`config.mk`:
```
export PLATFORM = sky130hd
export DESIGN_NAME = segment_allocator_fit_strategies_core_flat
export DESIGN_NICKNAME = d
export VERILOG_FILES = /design/src/hdl/safs_pkg.sv /design/src/hdl/safs_if.sv /design/src/hdl/safs_ram.sv /design/src/hdl/segment_allocator_fit_strategies_core.sv /design/src/flat_wrapper.sv
export VERILOG_INCLUDE_DIRS = /design/src /design/src/hdl
export SDC_FILE = /design/constraint.sdc
export NUM_CORES = 2
export LEC_CHECK = 0
export BUFFER_PORTS_ARGS = -buffer_cell sky130_fd_sc_hd__buf_2
export CAP_MARGIN = 20
export CELL_PAD_IN_SITES_DETAIL_PLACEMENT = 2
export CELL_PAD_IN_SITES_GLOBAL_PLACEMENT = 2
export CORE_ASPECT_RATIO = 2
export CORE_MARGIN = 3
export CORE_UTILIZATION = 44
export CTS_CLUSTER_SIZE = 20
export DETAILED_ROUTE_END_ITERATION = 6
export GPL_TIMING_DRIVEN = 1
export HOLD_SLACK_MARGIN = 0.12
export MAX_ROUTING_LAYER = met4
export PLACE_DENSITY = 0.81
export SYNTH_ARGS = -nofsm -noshare
export SYNTH_HDL_FRONTEND = slang
export SYNTH_SLANG_ARGS = --single-unit
```
`constraint.sdc`:
```
create_clock -name clk -period 8.8 [get_ports clk]
set_clock_uncertainty 0.1 [all_clocks]
set_input_delay 1.76 -clock clk [delete_from_list [all_inputs] [get_ports clk]]
set_output_delay 1.76 -clock clk [all_outputs]
set_load 0.01 [all_outputs]
```
`src/hdl/segment_allocator_fit_strategies_core_macros.svh`:
```
// Assertion macros shared by the segment allocator RTL.
`ifndef SEGMENT_ALLOCATOR_FIT_STRATEGIES_CORE_MACROS_SVH
`define SEGMENT_ALLOCATOR_FIT_STRATEGIES_CORE_MACROS_SVH

// Property that must hold at every clock edge outside reset.
`define SAFS_ASSERT_ALWAYS(label, clk, rst_n, prop, msg) \
	label: assert property (@(posedge clk) disable iff (!rst_n) (prop)) else $error(msg);

// Antecedent in one cycle implies the consequent in the next.
`define SAFS_ASSERT_NEXT(label, clk, rst_n, ante, cons, msg) \
	label: assert property (@(posedge clk) disable iff (!rst_n) (ante) |=> (cons)) \
		else $error(msg);

`endif

```
`src/hdl/safs_pkg.sv`:
```
// Types, constants and codes of the segment allocator.
`default_nettype none
package safs_pkg;
	localparam int BLOCK_BYTES  = 1;
	localparam int FREE_ENTRIES = 16;
	localparam int USED_ENTRIES = 16;
	localparam int IDX_W        = 16;
	localparam int MAX_ENTRIES  = (FREE_ENTRIES > USED_ENTRIES) ? FREE_ENTRIES : USED_ENTRIES;
	localparam int CNT_W        = $clog2(MAX_ENTRIES + 1);
	localparam int FA_W         = $clog2(FREE_ENTRIES);
	localparam int UA_W         = $clog2(USED_ENTRIES);
	localparam int ENTRY_W      = 2 * IDX_W;
	localparam int CFG_IDX_W    = 1;

	typedef logic [IDX_W-1:0] idx_t;
	typedef logic [CNT_W-1:0] cnt_t;

	typedef enum logic [1:0] {
		ACT_ALLOC = 2'd0,
		ACT_FREE  = 2'd1,
		ACT_INIT  = 2'd2,
		ACT_NOP   = 2'd3
	} action_t;

	typedef enum logic [1:0] {
		FIT_FIRST = 2'd0,
		FIT_BEST  = 2'd1,
		FIT_WORST = 2'd2,
		FIT_ALT   = 2'd3
	} fit_t;

	typedef enum logic [2:0] {
		ST_OK       = 3'd0,
		ST_NOFIT    = 3'd1,
		ST_NOTFOUND = 3'd2,
		ST_FULL     = 3'd3,
		ST_ZERO     = 3'd4
	} status_t;

	localparam logic [CFG_IDX_W-1:0] CFG_FIT   = 1'd0;
	localparam logic [CFG_IDX_W-1:0] CFG_TOTAL = 1'd1;
endpackage
`default_nettype wire

```
`src/hdl/safs_if.sv`:
```
// Handshake channels of the segment allocator: request, response and configuration.
`default_nettype none
interface safs_req_if import safs_pkg::*; ();
	logic        valid;
	logic        ready;
	logic [1:0]  action;
	logic [15:0] request_bytes;
	logic [15:0] free_index;
	modport source (output valid, action, request_bytes, free_index, input ready);
	modport sink (input valid, action, request_bytes, free_index, output ready);
endinterface

interface safs_rsp_if import safs_pkg::*; ();
	logic        valid;
	logic        ready;
	logic [2:0]  status;
	logic [15:0] start_index;
	logic [15:0] granted_blocks;
	modport source (output valid, status, start_index, granted_blocks, input ready);
	modport sink (input valid, status, start_index, granted_blocks, output ready);
endinterface

interface safs_cfg_if import safs_pkg::*; ();
	logic                 valid;
	logic                 ready;
	logic [CFG_IDX_W-1:0] index;
	logic [15:0]          data;
	modport source (output valid, index, data, input ready);
	modport sink (input valid, index, data, output ready);
endinterface
`default_nettype wire

```
`src/hdl/safs_ram.sv`:
```
// Generic single-write, single-read RAM with a registered read.
`default_nettype none
module safs_ram #(
	parameter int WIDTH = 32,
	parameter int DEPTH = 16
) (
	input  wire logic                     clk,
	input  wire logic                     we,
	input  wire logic [$clog2(DEPTH)-1:0] waddr,
	input  wire logic [WIDTH-1:0]         wdata,
	input  wire logic [$clog2(DEPTH)-1:0] raddr,
	output logic      [WIDTH-1:0]         rdata
);
	logic [WIDTH-1:0] mem [DEPTH];

	// Write port and registered read port.
	always_ff @(posedge clk) begin
		if (we) begin
			mem[waddr] <= wdata;
		end
		rdata <= mem[raddr];
	end
endmodule
`default_nettype wire

```
`src/hdl/segment_allocator_fit_strategies_core.sv`:
```
// Segment allocator top level: free and used segment tables with first, best and worst fit.
// The free and used segment lists each live in a small RAM with a registered read; new
// entries are written to the front slot. A request is taken only while the sequencer is
// idle. Allocate scans the free list one entry per cycle and then opens the front slot of
// the used list by moving each entry back one place. An exact fit also closes the gap in
// the free list by moving each entry behind the removed one forward. Free scans the used
// list the same way and reorders both lists alike. Zero-size and no-op requests skip the
// scan, and reinitialize rewrites the initial free segment. A stalled response holds the
// sequencer in its output state. After reset the block writes the initial free segment in
// its boot state before it accepts a request. The result sits in an output register, so
// the next request can start while a response waits.
`default_nettype none
`include "segment_allocator_fit_strategies_core_macros.svh"
module segment_allocator_fit_strategies_core import safs_pkg::*; (
	input wire logic clk,
	input wire logic arst_n,
	safs_req_if.sink   req,
	safs_rsp_if.source rsp,
	safs_cfg_if.sink   cfg
);
	typedef enum logic [10:0] {
		S_BOOT     = 11'b000_0000_0001,
		S_IDLE     = 11'b000_0000_0010,
		S_INIT     = 11'b000_0000_0100,
		S_SCAN     = 11'b000_0000_1000,
		S_DECIDE   = 11'b000_0001_0000,
		S_CLOSE_RD = 11'b000_0010_0000,
		S_CLOSE_WR = 11'b000_0100_0000,
		S_OPEN_RD  = 11'b000_1000_0000,
		S_OPEN_WR  = 11'b001_0000_0000,
		S_FRONT    = 11'b010_0000_0000,
		S_OUT      = 11'b100_0000_0000
	} state_t;

	state_t  state_q;
	fit_t    strat_q;
	idx_t    total_q;
	cnt_t    fcnt_q, ucnt_q;
	logic    op_alloc_q;
	idx_t    need_q, key_q;
	cnt_t    ptr_q, idx_s1, pick_q, k_q;
	logic    v_s1, found_q;
	idx_t    pick_start_q, pick_len_q;
	status_t res_status_q;
	idx_t    res_start_q, res_len_q;
	logic    out_v_q;
	status_t out_status_q;
	idx_t    out_start_q, out_len_q;

	logic [ENTRY_W-1:0] f_rdata, u_rdata, f_wdata, u_wdata;
	logic               f_we, u_we;
	cnt_t               rd_addr, f_waddr_c, u_waddr_c;
	logic [ENTRY_W-1:0] scan_rdata, close_rdata, open_rdata;
	idx_t               scan_start, scan_len;
	cnt_t               scan_cnt, close_cnt, open_cnt;
	logic               better;
	logic [IDX_W:0]     need_sum;
	idx_t               need_c;

	// Configuration writes are always taken.
	assign cfg.ready = 1'b1;
	always_ff @(posedge clk or negedge arst_n) begin
		if (!arst_n) begin
			strat_q <= FIT_FIRST;
			total_q <= IDX_W'(100);
		end else if (cfg.valid) begin
			unique case (cfg.index)
				CFG_FIT:   strat_q <= fit_t'(cfg.data[1:0]);
				CFG_TOTAL: total_q <= cfg.data;
				default:   ;
			endcase
		end
	end

	// Request rounding to whole blocks.
	assign need_sum = {1'b0, req.request_bytes} + (IDX_W+1)'(BLOCK_BYTES - 1);
	assign need_c   = IDX_W'(need_sum / BLOCK_BYTES);

	// Table selection: allocate scans and closes the free list, free the used list.
	assign scan_rdata  = op_alloc_q ? f_rdata : u_rdata;
	assign close_rdata = scan_rdata;
	assign open_rdata  = op_alloc_q ? u_rdata : f_rdata;
	assign scan_cnt    = op_alloc_q ? fcnt_q : ucnt_q;
	assign close_cnt   = scan_cnt;
	assign open_cnt    = op_alloc_q ? ucnt_q : fcnt_q;
	assign scan_start  = scan_rdata[ENTRY_W-1:IDX_W];
	assign scan_len    = scan_rdata[IDX_W-1:0];

	// Candidate test during the scan.
	always_comb begin
		better = 1'b0;
		if (op_alloc_q) begin
			if (scan_len >= need_q) begin
				priority if (!found_q) better = 1'b1;
				else if (strat_q == FIT_BEST) better = scan_len < pick_len_q;
				else if (strat_q == FIT_WORST) better = scan_len > pick_len_q;
				else better = 1'b0;
			end
		end else begin
			better = !found_q && (scan_start == key_q);
		end
	end

	// Read address for the scan and for list moves.
	always_comb begin
		unique case (state_q)
			S_SCAN:     rd_addr = ptr_q;
			S_CLOSE_RD: rd_addr = CNT_W'(k_q + 1'b1);
			S_OPEN_RD:  rd_addr = CNT_W'(k_q - 1'b1);
			default:    rd_addr = '0;
		endcase
	end

	// Write ports of both tables.
	always_comb begin
		f_we = 1'b0; f_waddr_c = '0; f_wdata = '0;
		u_we = 1'b0; u_waddr_c = '0; u_wdata = '0;
		unique case (state_q)
			S_BOOT, S_INIT: begin
				f_we    = 1'b1;
				f_wdata = {IDX_W'(0), total_q};
			end
			S_DECIDE: begin
				f_we      = op_alloc_q && found_q && (ucnt_q < CNT_W'(USED_ENTRIES))
				            && (pick_len_q != need_q);
				f_waddr_c = pick_q;
				f_wdata   = {IDX_W'(pick_start_q + need_q), IDX_W'(pick_len_q - need_q)};
			end
			S_CLOSE_WR: begin
				if (op_alloc_q) begin
					f_we = 1'b1; f_waddr_c = k_q; f_wdata = close_rdata;
				end else begin
					u_we = 1'b1; u_waddr_c = k_q; u_wdata = close_rdata;
				end
			end
			S_OPEN_WR: begin
				if (op_alloc_q) begin
					u_we = 1'b1; u_waddr_c = k_q; u_wdata = open_rdata;
				end else begin
					f_we = 1'b1; f_waddr_c = k_q; f_wdata = open_rdata;
				end
			end
			S_FRONT: begin
				if (op_alloc_q) begin
					u_we = 1'b1; u_wdata = {res_start_q, res_len_q};
				end else begin
					f_we = 1'b1; f_wdata = {res_start_q, res_len_q};
				end
			end
			default: ;
		endcase
	end

	safs_ram #(.WIDTH(ENTRY_W), .DEPTH(FREE_ENTRIES)) u_free_ram (
		.clk   (clk),
		.we    (f_we),
		.waddr (f_waddr_c[FA_W-1:0]),
		.wdata (f_wdata),
		.raddr (rd_addr[FA_W-1:0]),
		.rdata (f_rdata)
	);

	safs_ram #(.WIDTH(ENTRY_W), .DEPTH(USED_ENTRIES)) u_used_ram (
		.clk   (clk),
		.we    (u_we),
		.waddr (u_waddr_c[UA_W-1:0]),
		.wdata (u_wdata),
		.raddr (rd_addr[UA_W-1:0]),
		.rdata (u_rdata)
	);

	assign req.ready = (state_q == S_IDLE);

	// Sequencer: scan, decide, move entries, write the front slot, report.
	always_ff @(posedge clk or negedge arst_n) begin
		if (!arst_n) begin
			state_q    <= S_BOOT;
			fcnt_q     <= CNT_W'(1);
			ucnt_q     <= '0;
			op_alloc_q <= 1'b0;
			found_q    <= 1'b0;
			v_s1       <= 1'b0;
			ptr_q      <= '0;
			k_q        <= '0;
			out_v_q    <= 1'b0;
		end else begin
			if (rsp.valid && rsp.ready) begin
				out_v_q <= 1'b0;
			end
			unique case (state_q)
				S_BOOT: state_q <= S_IDLE;
				S_IDLE: begin
					if (req.valid) begin
						res_status_q <= ST_OK;
						res_start_q  <= '0;
						res_len_q    <= '0;
						found_q      <= 1'b0;
						v_s1         <= 1'b0;
						ptr_q        <= '0;
						need_q       <= need_c;
						key_q        <= req.free_index;
						unique case (action_t'(req.action))
							ACT_ALLOC: begin
								op_alloc_q <= 1'b1;
								if (req.request_bytes == '0) begin
									res_status_q <= ST_ZERO;
									state_q      <= S_OUT;
								end else begin
									state_q <= S_SCAN;
								end
							end
							ACT_FREE: begin
								op_alloc_q <= 1'b0;
								state_q    <= S_SCAN;
							end
							ACT_INIT: begin
								fcnt_q  <= (total_q != '0) ? CNT_W'(1) : '0;
								ucnt_q  <= '0;
								state_q <= S_INIT;
							end
							default: state_q <= S_OUT;
						endcase
					end
				end
				S_INIT: state_q <= S_OUT;
				S_SCAN: begin
					if (ptr_q < scan_cnt) begin
						v_s1   <= 1'b1;
						idx_s1 <= ptr_q;
						ptr_q  <= CNT_W'(ptr_q + 1'b1);
					end else begin
						v_s1 <= 1'b0;
					end
					if (v_s1 && better) begin
						found_q      <= 1'b1;
						pick_q       <= idx_s1;
						pick_start_q <= scan_start;
						pick_len_q   <= scan_len;
					end
					if (ptr_q == scan_cnt && !v_s1) begin
						state_q <= S_DECIDE;
					end
				end
				S_DECIDE: begin
					k_q <= pick_q;
					if (!found_q) begin
						res_status_q <= op_alloc_q ? ST_NOFIT : ST_NOTFOUND;
						state_q      <= S_OUT;
					end else if (op_alloc_q && ucnt_q >= CNT_W'(USED_ENTRIES)) begin
						res_status_q <= ST_FULL;
						state_q      <= S_OUT;
					end else if (!op_alloc_q && fcnt_q >= CNT_W'(FREE_ENTRIES)) begin
						res_status_q <= ST_FULL;
						state_q      <= S_OUT;
					end else begin
						res_start_q <= pick_start_q;
						res_len_q   <= op_alloc_q ? need_q : pick_len_q;
						if (op_alloc_q && pick_len_q != need_q) begin
							k_q     <= ucnt_q;
							state_q <= S_OPEN_RD;
						end else begin
							state_q <= S_CLOSE_RD;
						end
					end
				end
				S_CLOSE_RD: begin
					if (CNT_W'(k_q + 1'b1) < close_cnt) begin
						state_q <= S_CLOSE_WR;
					end else begin
						if (op_alloc_q) begin
							fcnt_q <= CNT_W'(fcnt_q - 1'b1);
						end else begin
							ucnt_q <= CNT_W'(ucnt_q - 1'b1);
						end
						k_q     <= open_cnt;
						state_q <= S_OPEN_RD;
					end
				end
				S_CLOSE_WR: begin
					k_q     <= CNT_W'(k_q + 1'b1);
					state_q <= S_CLOSE_RD;
				end
				S_OPEN_RD: begin
					state_q <= (k_q != '0) ? S_OPEN_WR : S_FRONT;
				end
				S_OPEN_WR: begin
					k_q     <= CNT_W'(k_q - 1'b1);
					state_q <= S_OPEN_RD;
				end
				S_FRONT: begin
					if (op_alloc_q) begin
						ucnt_q <= CNT_W'(ucnt_q + 1'b1);
					end else begin
						fcnt_q <= CNT_W'(fcnt_q + 1'b1);
					end
					state_q <= S_OUT;
				end
				S_OUT: begin
					if (!out_v_q || rsp.ready) begin
						out_v_q      <= 1'b1;
						out_status_q <= res_status_q;
						out_start_q  <= res_start_q;
						out_len_q    <= res_len_q;
						state_q      <= S_IDLE;
					end
				end
				default: state_q <= S_IDLE;
			endcase
		end
	end

	assign rsp.valid          = out_v_q;
	assign rsp.status         = out_status_q;
	assign rsp.start_index    = out_start_q;
	assign rsp.granted_blocks = out_len_q;

	`SAFS_ASSERT_ALWAYS(a_fcnt_range, clk, arst_n, fcnt_q <= CNT_W'(FREE_ENTRIES), "fcnt high")
	`SAFS_ASSERT_ALWAYS(a_ucnt_range, clk, arst_n, ucnt_q <= CNT_W'(USED_ENTRIES), "ucnt high")
	`SAFS_ASSERT_NEXT(a_req_busy, clk, arst_n, req.valid && req.ready, state_q != S_IDLE, "idle")
	`SAFS_ASSERT_NEXT(a_out_load, clk, arst_n, state_q != S_OUT && !out_v_q, !out_v_q, "stray")
endmodule
`default_nettype wire
```
`src/flat_wrapper.sv`:
```
// flat-port wrapper written by rule: the top's interface ports become plain ports
module segment_allocator_fit_strategies_core_flat import safs_pkg::*;
  (clk, arst_n, req_valid, req_action, req_request_bytes, req_free_index, req_ready, rsp_valid, rsp_status, rsp_start_index, rsp_granted_blocks, rsp_ready, cfg_valid, cfg_index, cfg_data, cfg_ready);
  safs_req_if req_i ();
  safs_rsp_if rsp_i ();
  safs_cfg_if cfg_i ();
  input wire logic clk;
  input wire logic arst_n;
  input wire logic [$bits(req_i.valid)-1:0] req_valid;
  input wire logic [$bits(req_i.action)-1:0] req_action;
  input wire logic [$bits(req_i.request_bytes)-1:0] req_request_bytes;
  input wire logic [$bits(req_i.free_index)-1:0] req_free_index;
  output wire logic [$bits(req_i.ready)-1:0] req_ready;
  output wire logic [$bits(rsp_i.valid)-1:0] rsp_valid;
  output wire logic [$bits(rsp_i.status)-1:0] rsp_status;
  output wire logic [$bits(rsp_i.start_index)-1:0] rsp_start_index;
  output wire logic [$bits(rsp_i.granted_blocks)-1:0] rsp_granted_blocks;
  input wire logic [$bits(rsp_i.ready)-1:0] rsp_ready;
  input wire logic [$bits(cfg_i.valid)-1:0] cfg_valid;
  input wire logic [$bits(cfg_i.index)-1:0] cfg_index;
  input wire logic [$bits(cfg_i.data)-1:0] cfg_data;
  output wire logic [$bits(cfg_i.ready)-1:0] cfg_ready;
  assign req_i.valid = req_valid;
  assign req_i.action = req_action;
  assign req_i.request_bytes = req_request_bytes;
  assign req_i.free_index = req_free_index;
  assign req_ready = req_i.ready;
  assign rsp_valid = rsp_i.valid;
  assign rsp_status = rsp_i.status;
  assign rsp_start_index = rsp_i.start_index;
  assign rsp_granted_blocks = rsp_i.granted_blocks;
  assign rsp_i.ready = rsp_ready;
  assign cfg_i.valid = cfg_valid;
  assign cfg_i.index = cfg_index;
  assign cfg_i.data = cfg_data;
  assign cfg_ready = cfg_i.ready;
  segment_allocator_fit_strategies_core u_core (.clk(clk), .arst_n(arst_n), .req(req_i), .rsp(rsp_i), .cfg(cfg_i));
endmodule
```
Yosys cells after proc, flatten, opt, wreduce, memory -nomap -nowiden

Memories as Yosys holds them, arrays and structs flattened. A register that Yosys moved wholly into a read port is not among the register bits.
Cells that the tools add are included.

Reductions and logical operators: 43
Divide/modulo/power cells: 0
Bitwise operators: 1
$add $sub $neg: 9
$lt $le $gt $ge: 8
Multipliers: 0
Equality and inequality tests: 33
Shifts and indexed selects: 0
Muxes and demuxes: 91

Operators with widths:

| cell                                         | number |
|---|---|
| two-way mux 32 bit                           | 8 |
| case mux 32 bit (5 select lines)             | 1 |
| two-way mux 16 bit                           | 8 |
| case mux 11 bit (9 select lines)             | 1 |
| case mux 32 bit (3 select lines)             | 1 |
| two-way mux 5 bit                            | 19 |
| two-way mux 11 bit                           | 7 |
| case mux 16 bit (2 select lines)             | 2 |
| case mux 11 bit (3 select lines)             | 1 |
| case mux 5 bit (3 select lines)              | 2 |
| case mux 4 bit (3 select lines)              | 2 |
| AND reduction 3 bit                          | 8 |
| adder 5 x 1 -> 5 bit (second input constant) | 4 |
| case mux 5 bit (4 select lines)              | 1 |
| two-way mux 1 bit                            | 18 |
| two-way mux 3 bit                            | 6 |
| AND reduction 6 bit                          | 3 |
| adder 16 bit                                 | 1 |
| == test 16 bit                               | 1 |
| greater-or-equal comparator 16 bit           | 1 |
| > comparator 16 bit                          | 1 |
| logical NOT 16 bit                           | 1 |
| < comparator 16 bit                          | 1 |
| two-way mux 8 bit                            | 2 |
| other kinds (44)                             | 85 |

Logic and storage cells: 210
Register bits: 197
Output and inout bits: 38
Memory bits (read-only): 0
Latch bits: 0
RAM bits: 1024
Memories kept: 2

Memories:

| name                  | words | width | rd ports | clocked after memory_dff | write ports | RTL line       | source |
|---|---|---|---|---|---|---|---|
| u_core.u_free_ram.mem | 16    | 32    | 1        | 1                        | 1           | safs_ram.sv:14 | `logic [WIDTH-1:0] mem [DEPTH];` |
| u_core.u_used_ram.mem | 16    | 32    | 1        | 1                        | 1           | safs_ram.sv:14 |  |

Logic depth before layout (Yosys ltp)

Depth after elaboration: 10
Depth in mapped cells: 15

By module

A second synthesis with hierarchy kept.

Cell total of the unflattened synthesis: 2762
Area, all modules: 51753.4 µm²

By module, submodules not included:

| module                                | times used | cells an instance | area each (µm²) |
|---|---|---|---|
| safs_ram                              | 2          | 838               | 19835.3 |
| segment_allocator_fit_strategies_core | 1          | 1086              | 12082.8 |

Least setup slack after synthesis

Ideal clock, no wire load.

Path kind: register to register
Start point: register u_core.op_alloc_q
End point: register u_core.pick_len_q[0], enable pin
Path slack: 2.308 ns
Arrival: 5.915 ns
Required time: 8.223 ns
Stages on the path, launching flop included: 14
Library setup time: 0.477 ns
Cells stage by stage: dfrtp_1 > clkbuf_1 > buf_1 > clkbuf_1 > buf_1 > mux2_2 > ha_1 > a21o_1 > a21o_1 > a21oi_1 > nor2_1 > o311ai_0 > a41oi_1 > nor3_1

Word-level cells in the longest chain between the ends: 9
Elaborated cells between the ends (all ways): 13
Those cells by class: 3 x order compare; 1 x eq/ne; 6 x mux; 3 x reduce/logical

RTL lines:

| element                                | RTL line                                     | source |
|---|---|---|
| from (decl)                            | segment_allocator_fit_strategies_core.sv:39  | `logic op_alloc_q;` |
| from (signal assigned)                 | segment_allocator_fit_strategies_core.sv:180 | `op_alloc_q <= 1'b0;` |
| from (signal assigned)                 | segment_allocator_fit_strategies_core.sv:204 | `op_alloc_q <= 1'b1;` |
| from (signal assigned)                 | segment_allocator_fit_strategies_core.sv:213 | `op_alloc_q <= 1'b0;` |
| two-way mux 32 bit *                   | segment_allocator_fit_strategies_core.sv:80  | `assign scan_rdata = op_alloc_q ? f_rdata : u_rdata;` |
| net u_core.close_rdata[5]              | segment_allocator_fit_strategies_core.sv:53  | `logic [ENTRY_W-1:0] scan_rdata, close_rdata, open_rdata;` |
| > comparator 16 bit                    | segment_allocator_fit_strategies_core.sv:96  | `else if (strat_q == FIT_WORST) better = scan_len > pick_len_q;` |
| two-way mux 1 bit                      | segment_allocator_fit_strategies_core.sv:96  |  |
| two-way mux 1 bit                      | segment_allocator_fit_strategies_core.sv:95  | `else if (strat_q == FIT_BEST) better = scan_len < pick_len_q;` |
| two-way mux 1 bit                      | segment_allocator_fit_strategies_core.sv:94  | `priority if (!found_q) better = 1'b1;` |
| two-way mux 1 bit *                    | segment_allocator_fit_strategies_core.sv:93  | `if (scan_len >= need_q) begin` |
| two-way mux 1 bit *                    | segment_allocator_fit_strategies_core.sv:92  | `if (op_alloc_q) begin` |
| logical AND 1 bit *                    | segment_allocator_fit_strategies_core.sv:234 | `if (v_s1 && better) begin` |
| AND reduction 3 bit (no source line) * | n/a                                          |  |
| to (signal assigned)                   | segment_allocator_fit_strategies_core.sv:238 | `pick_len_q <= scan_len;` |
| to (decl)                              | segment_allocator_fit_strategies_core.sv:43  | `idx_t pick_start_q, pick_len_q;` |

The timed path passes the listed nets; every way through them passes the cells marked *.
A chain may end at the register's enable or synchronous reset.

Worst setup path in the final report

Start point: register u_core.state_q[0]
End point: register u_core.u_used_ram.rdata[29] (read register of u_core.u_used_ram.mem)

Word-level cells in the longest chain between the ends: 2
Elaborated cells between the ends (all ways): 4
Those cells by class: 3 x eq/ne; 1 x mux

RTL lines:

| element                                         | RTL line                                     | source |
|---|---|---|
| from (decl)                                     | segment_allocator_fit_strategies_core.sv:35  | `state_t state_q;` |
| from (signal assigned)                          | segment_allocator_fit_strategies_core.sv:284 | `state_q <= (k_q != '0) ? S_OPEN_WR : S_FRONT;` |
| == test 11 x 8 -> 1 bit (tied with other cells) | segment_allocator_fit_strategies_core.sv:106 | `unique case (state_q)` |
| case mux 4 bit (3 select lines) *               | segment_allocator_fit_strategies_core.sv:106 |  |
| to (decl)                                       | safs_ram.sv:12                               | `output logic [WIDTH-1:0] rdata` |

Every way passes the cells marked *; elsewhere a longest branch is shown, timed or not.

==> impl_metrics.ini <==
[run_status]
status = finished, final reports clean

[setup_path]
path_delay_family = compound AO/OA/AOI/OAI gates
worstPathArrival_ns = 5.23
cp_common_cell = buf_4
critPathMaxStageDelay_ns = 0.75
cp.depth = 9
reg2reg_slack_ns = 4.05
critPathLaunchType = flop
critPathKind = flop to flop
cp_max_fo = 62
cp.required_ns = 9.29
worst_setup_path_end_kind = flop
reg2reg_depth = 9
slowest_stage = buf_4
cp_cell_sequence = nor3_2 -> and4_1 -> a21oi_1 -> o21a_4 -> buf_4 -> buf_4 -> nand3_1 -> a32oi_1 -> o221ai_1
crit_buf_inv = 2

[power_and_ir_drop]
power.total_uw = 12700
power_density_nw_per_um2 = 213
irDropWorstVdd_mv = 0.236
leakagePower_uw = 0.0212

[synthesis]
avgSynthCellArea_um2 = 12.6
ys_seq_area_frac = 0.707
synth_nets = 4368
async_flop_share = 0.0412
synth_edf_count = 1168
synth_ff_type = edfxtp_1
ys_ff_latch = 1285
yosys_warnings = 0
syn-instance-count = 4227
synth_area_um2 = 53300
yosys.cell_types.count = 80

[grt]
grt_pass1_vias = 41400
grt_overflow = 0
grt_max_degree = 164
grt_usage = 0.329
antenna_found_initial = 5
grt_pass1_wl_um = 292000

[cts]
h-tree-depth = 3
numCtsBuffers = 113
cts_root_buffer = clkbuf_16
clock-sinks = 1285
cts_resized = 0
cts_tree = done
path_clk_slew_ns = 0.07
cts_setup_buffers = 0
cts_hold_buf = 0
clock_path_buffers = 3
insertion_delay_ns = 0.77

[routing]
wirelength_um = 202000
viasPerCell = 6.28
drc = 0
drt_iter0_markers = 3292
ant_nets = 0
wl_per_cell_um = 34.0
num_vias = 37300
firstDrtPassIters = 5

[timing]
period_minus_slack_ns = 4.75
worst_slack_ns = 4.05
finalMaxSlewViolations = 0
hold_viol = 0
period_share = 0.539
setup-tns-final_ns = 0
fmax_ghz = 0.211
slew_headroom = 0.235
worst_hold_slack_ns = 0.315
setup_viol = 0
worst_pin_slew_ns = 1.15
rsz0062_at_grt = false

[placement]
dp.final_hpwl_um = 122000
dp_worst_setup_slack_ns = 4.10
portBuffers = 92
gp_congestion = 0.928

[worst_hold_path]
hp-class = flop to flop
hold_depth = 0

[run]
drv_cap = 0

[floorplanning]
coreArea_um2 = 120000
die_w_um = 252
start_util = 0.443
dieArea_um2 = 126000
placement_rows = 180
io_pins = 94
die_y_um = 498

[final_layout]
layout-drive-gt1-share = 0.114
area_delta_synth_final_pct = 12.1
final_nets = 4425
fill_cells = 11500
cell families (layout without fill, tap and decap cells):
family                     count (synthesis)  count (layout)  share of synthesized area
DFF                                     1285            1285                      0.707
other                                      2               6                   0.000141
xor gates and xnor gates                  47              47                    0.00772
buffers and inverters                    309             467                     0.0237
and+or+nand+nor                         1941            1941                      0.158
AOI/OAI and AO/OA                        475             475                     0.0668
muxes                                     83              83                     0.0168
adders and majority gates                 85              85                     0.0205
stage by stage:
stage	cells	util	cell area (µm²)
after floorplan	4227	-	53300
after global placement	5707	0.464	55800
after detailed placement	5708	0.464	55800
after CTS	5924	0.496	59700
after global routing	5935	0.497	59700
final	5936	0.497	59800
flip-flops by register name (all words and copies together) (netlist names), 11 cells and up:
name                       flops
u_core.need_q                 16
u_core.res_start_q            16
u_core.state_q                11
u_core.res_len_q              16
u_core.u_used_ram.mem        512
u_core.u_free_ram.rdata       32
u_core.key_q                  16
u_core.pick_len_q             16
u_core.total_q                16
u_core.u_used_ram.rdata       32
u_core.u_free_ram.mem        512
u_core.pick_start_q           16
u_core.rsp.start_index        16
u_core.rsp.granted_blocks     16
report_power, final:
group          leakage, µW  internal (µW)  switching [µW]  total (µW)
clock network      0.00191           2900            2420        5320
logic              0.00892            214             357         571
registers           0.0104           6670             135        6800
final cells by class:
| type | count | area [µm²] | area share |
|---|---|---|---|
| Clock inverter | 70 | 781 | 0.0131 |
| Inverter | 66 | 249 | 0.00417 |
| Clock buffer | 146 | 3110 | 0.0521 |
| Multi-Input combinational cell | 2633 | 14700 | 0.246 |
| Antenna cell | 4 | 10.0 | 0.000168 |
| Timing Repair Buffer | 185 | 1260 | 0.0211 |
| Tap cell | 1547 | 1940 | 0.0324 |
| Sequential cell | 1285 | 37700 | 0.631 |
per-layer routing:
metal | GRT usage | wire (µm) | up-vias
met5 | - | 0 | -
met4 | 0.186 | 13400 | 0
met3 | 0.0451 | 10800 | 626
met2 | 0.571 | 105000 | 1471
met1 | 0.364 | 72200 | 19600
li1 | - | - | 15600
path summary, 6_finish.rpt:
check | from | endpoint
setup reg to reg | u_core.state_q[0] | u_core.u_used_ram.rdata[29]
min in group asynchronous | arst_n | u_core.strat_q[1]
hold reg to reg | u_core.res_status_q[0] | u_core.rsp.status[0]
max in group asynchronous | arst_n | u_core.op_alloc_q
hold / removal | u_core.res_status_q[0] | u_core.rsp.status[0]
setup / recovery | u_core.state_q[0] | u_core.u_used_ram.rdata[29]
cells in the final DEF (no fill, tap or decap), types with 36 or more instances in the layout:
cell / n
a21oi_1: 54
a22o_1: 36
a31oi_1: 68
a32oi_1: 67
and3_1: 69
buf_2: 93
buf_4: 82
clkbuf_16: 114
dfrtp_1: 47
dfxtp_1: 64
edfxtp_1: 1168
ha_1: 81
inv_1: 65
mux2_2: 51
nand2_1: 1226
nand3_1: 401
nor2_1: 72
o21ai_0: 42
o221ai_1: 66
cell usage after synthesis (all sizes together), types with 14 or more instances:
library cell | instances | area (µm²)
a21o | 20 | 150
a21oi | 54 | 270
a222oi | 14 | 140
a22o | 36 | 315
a31oi | 68 | 425
a32oi | 67 | 587
and2 | 21 | 131
and3 | 69 | 432
buf | 93 | 453
clkbuf | 150 | 563
dfrtp | 48 | 1200
dfxtp | 64 | 1280
edfxtp | 1168 | 35100
ha | 81 | 1010
inv | 65 | 244
mux2 | 51 | 574
mux2i | 32 | 320
nand2 | 1228 | 4610
nand3 | 402 | 2020
nand4 | 17 | 119
nor2 | 107 | 422
nor2b | 20 | 125
nor3 | 21 | 115
nor4 | 14 | 109
o21ai | 53 | 269
o221ai | 66 | 578
xnor2 | 24 | 210
xor2 | 23 | 201
No activity file was read; power rests on OpenSTA's default activity.
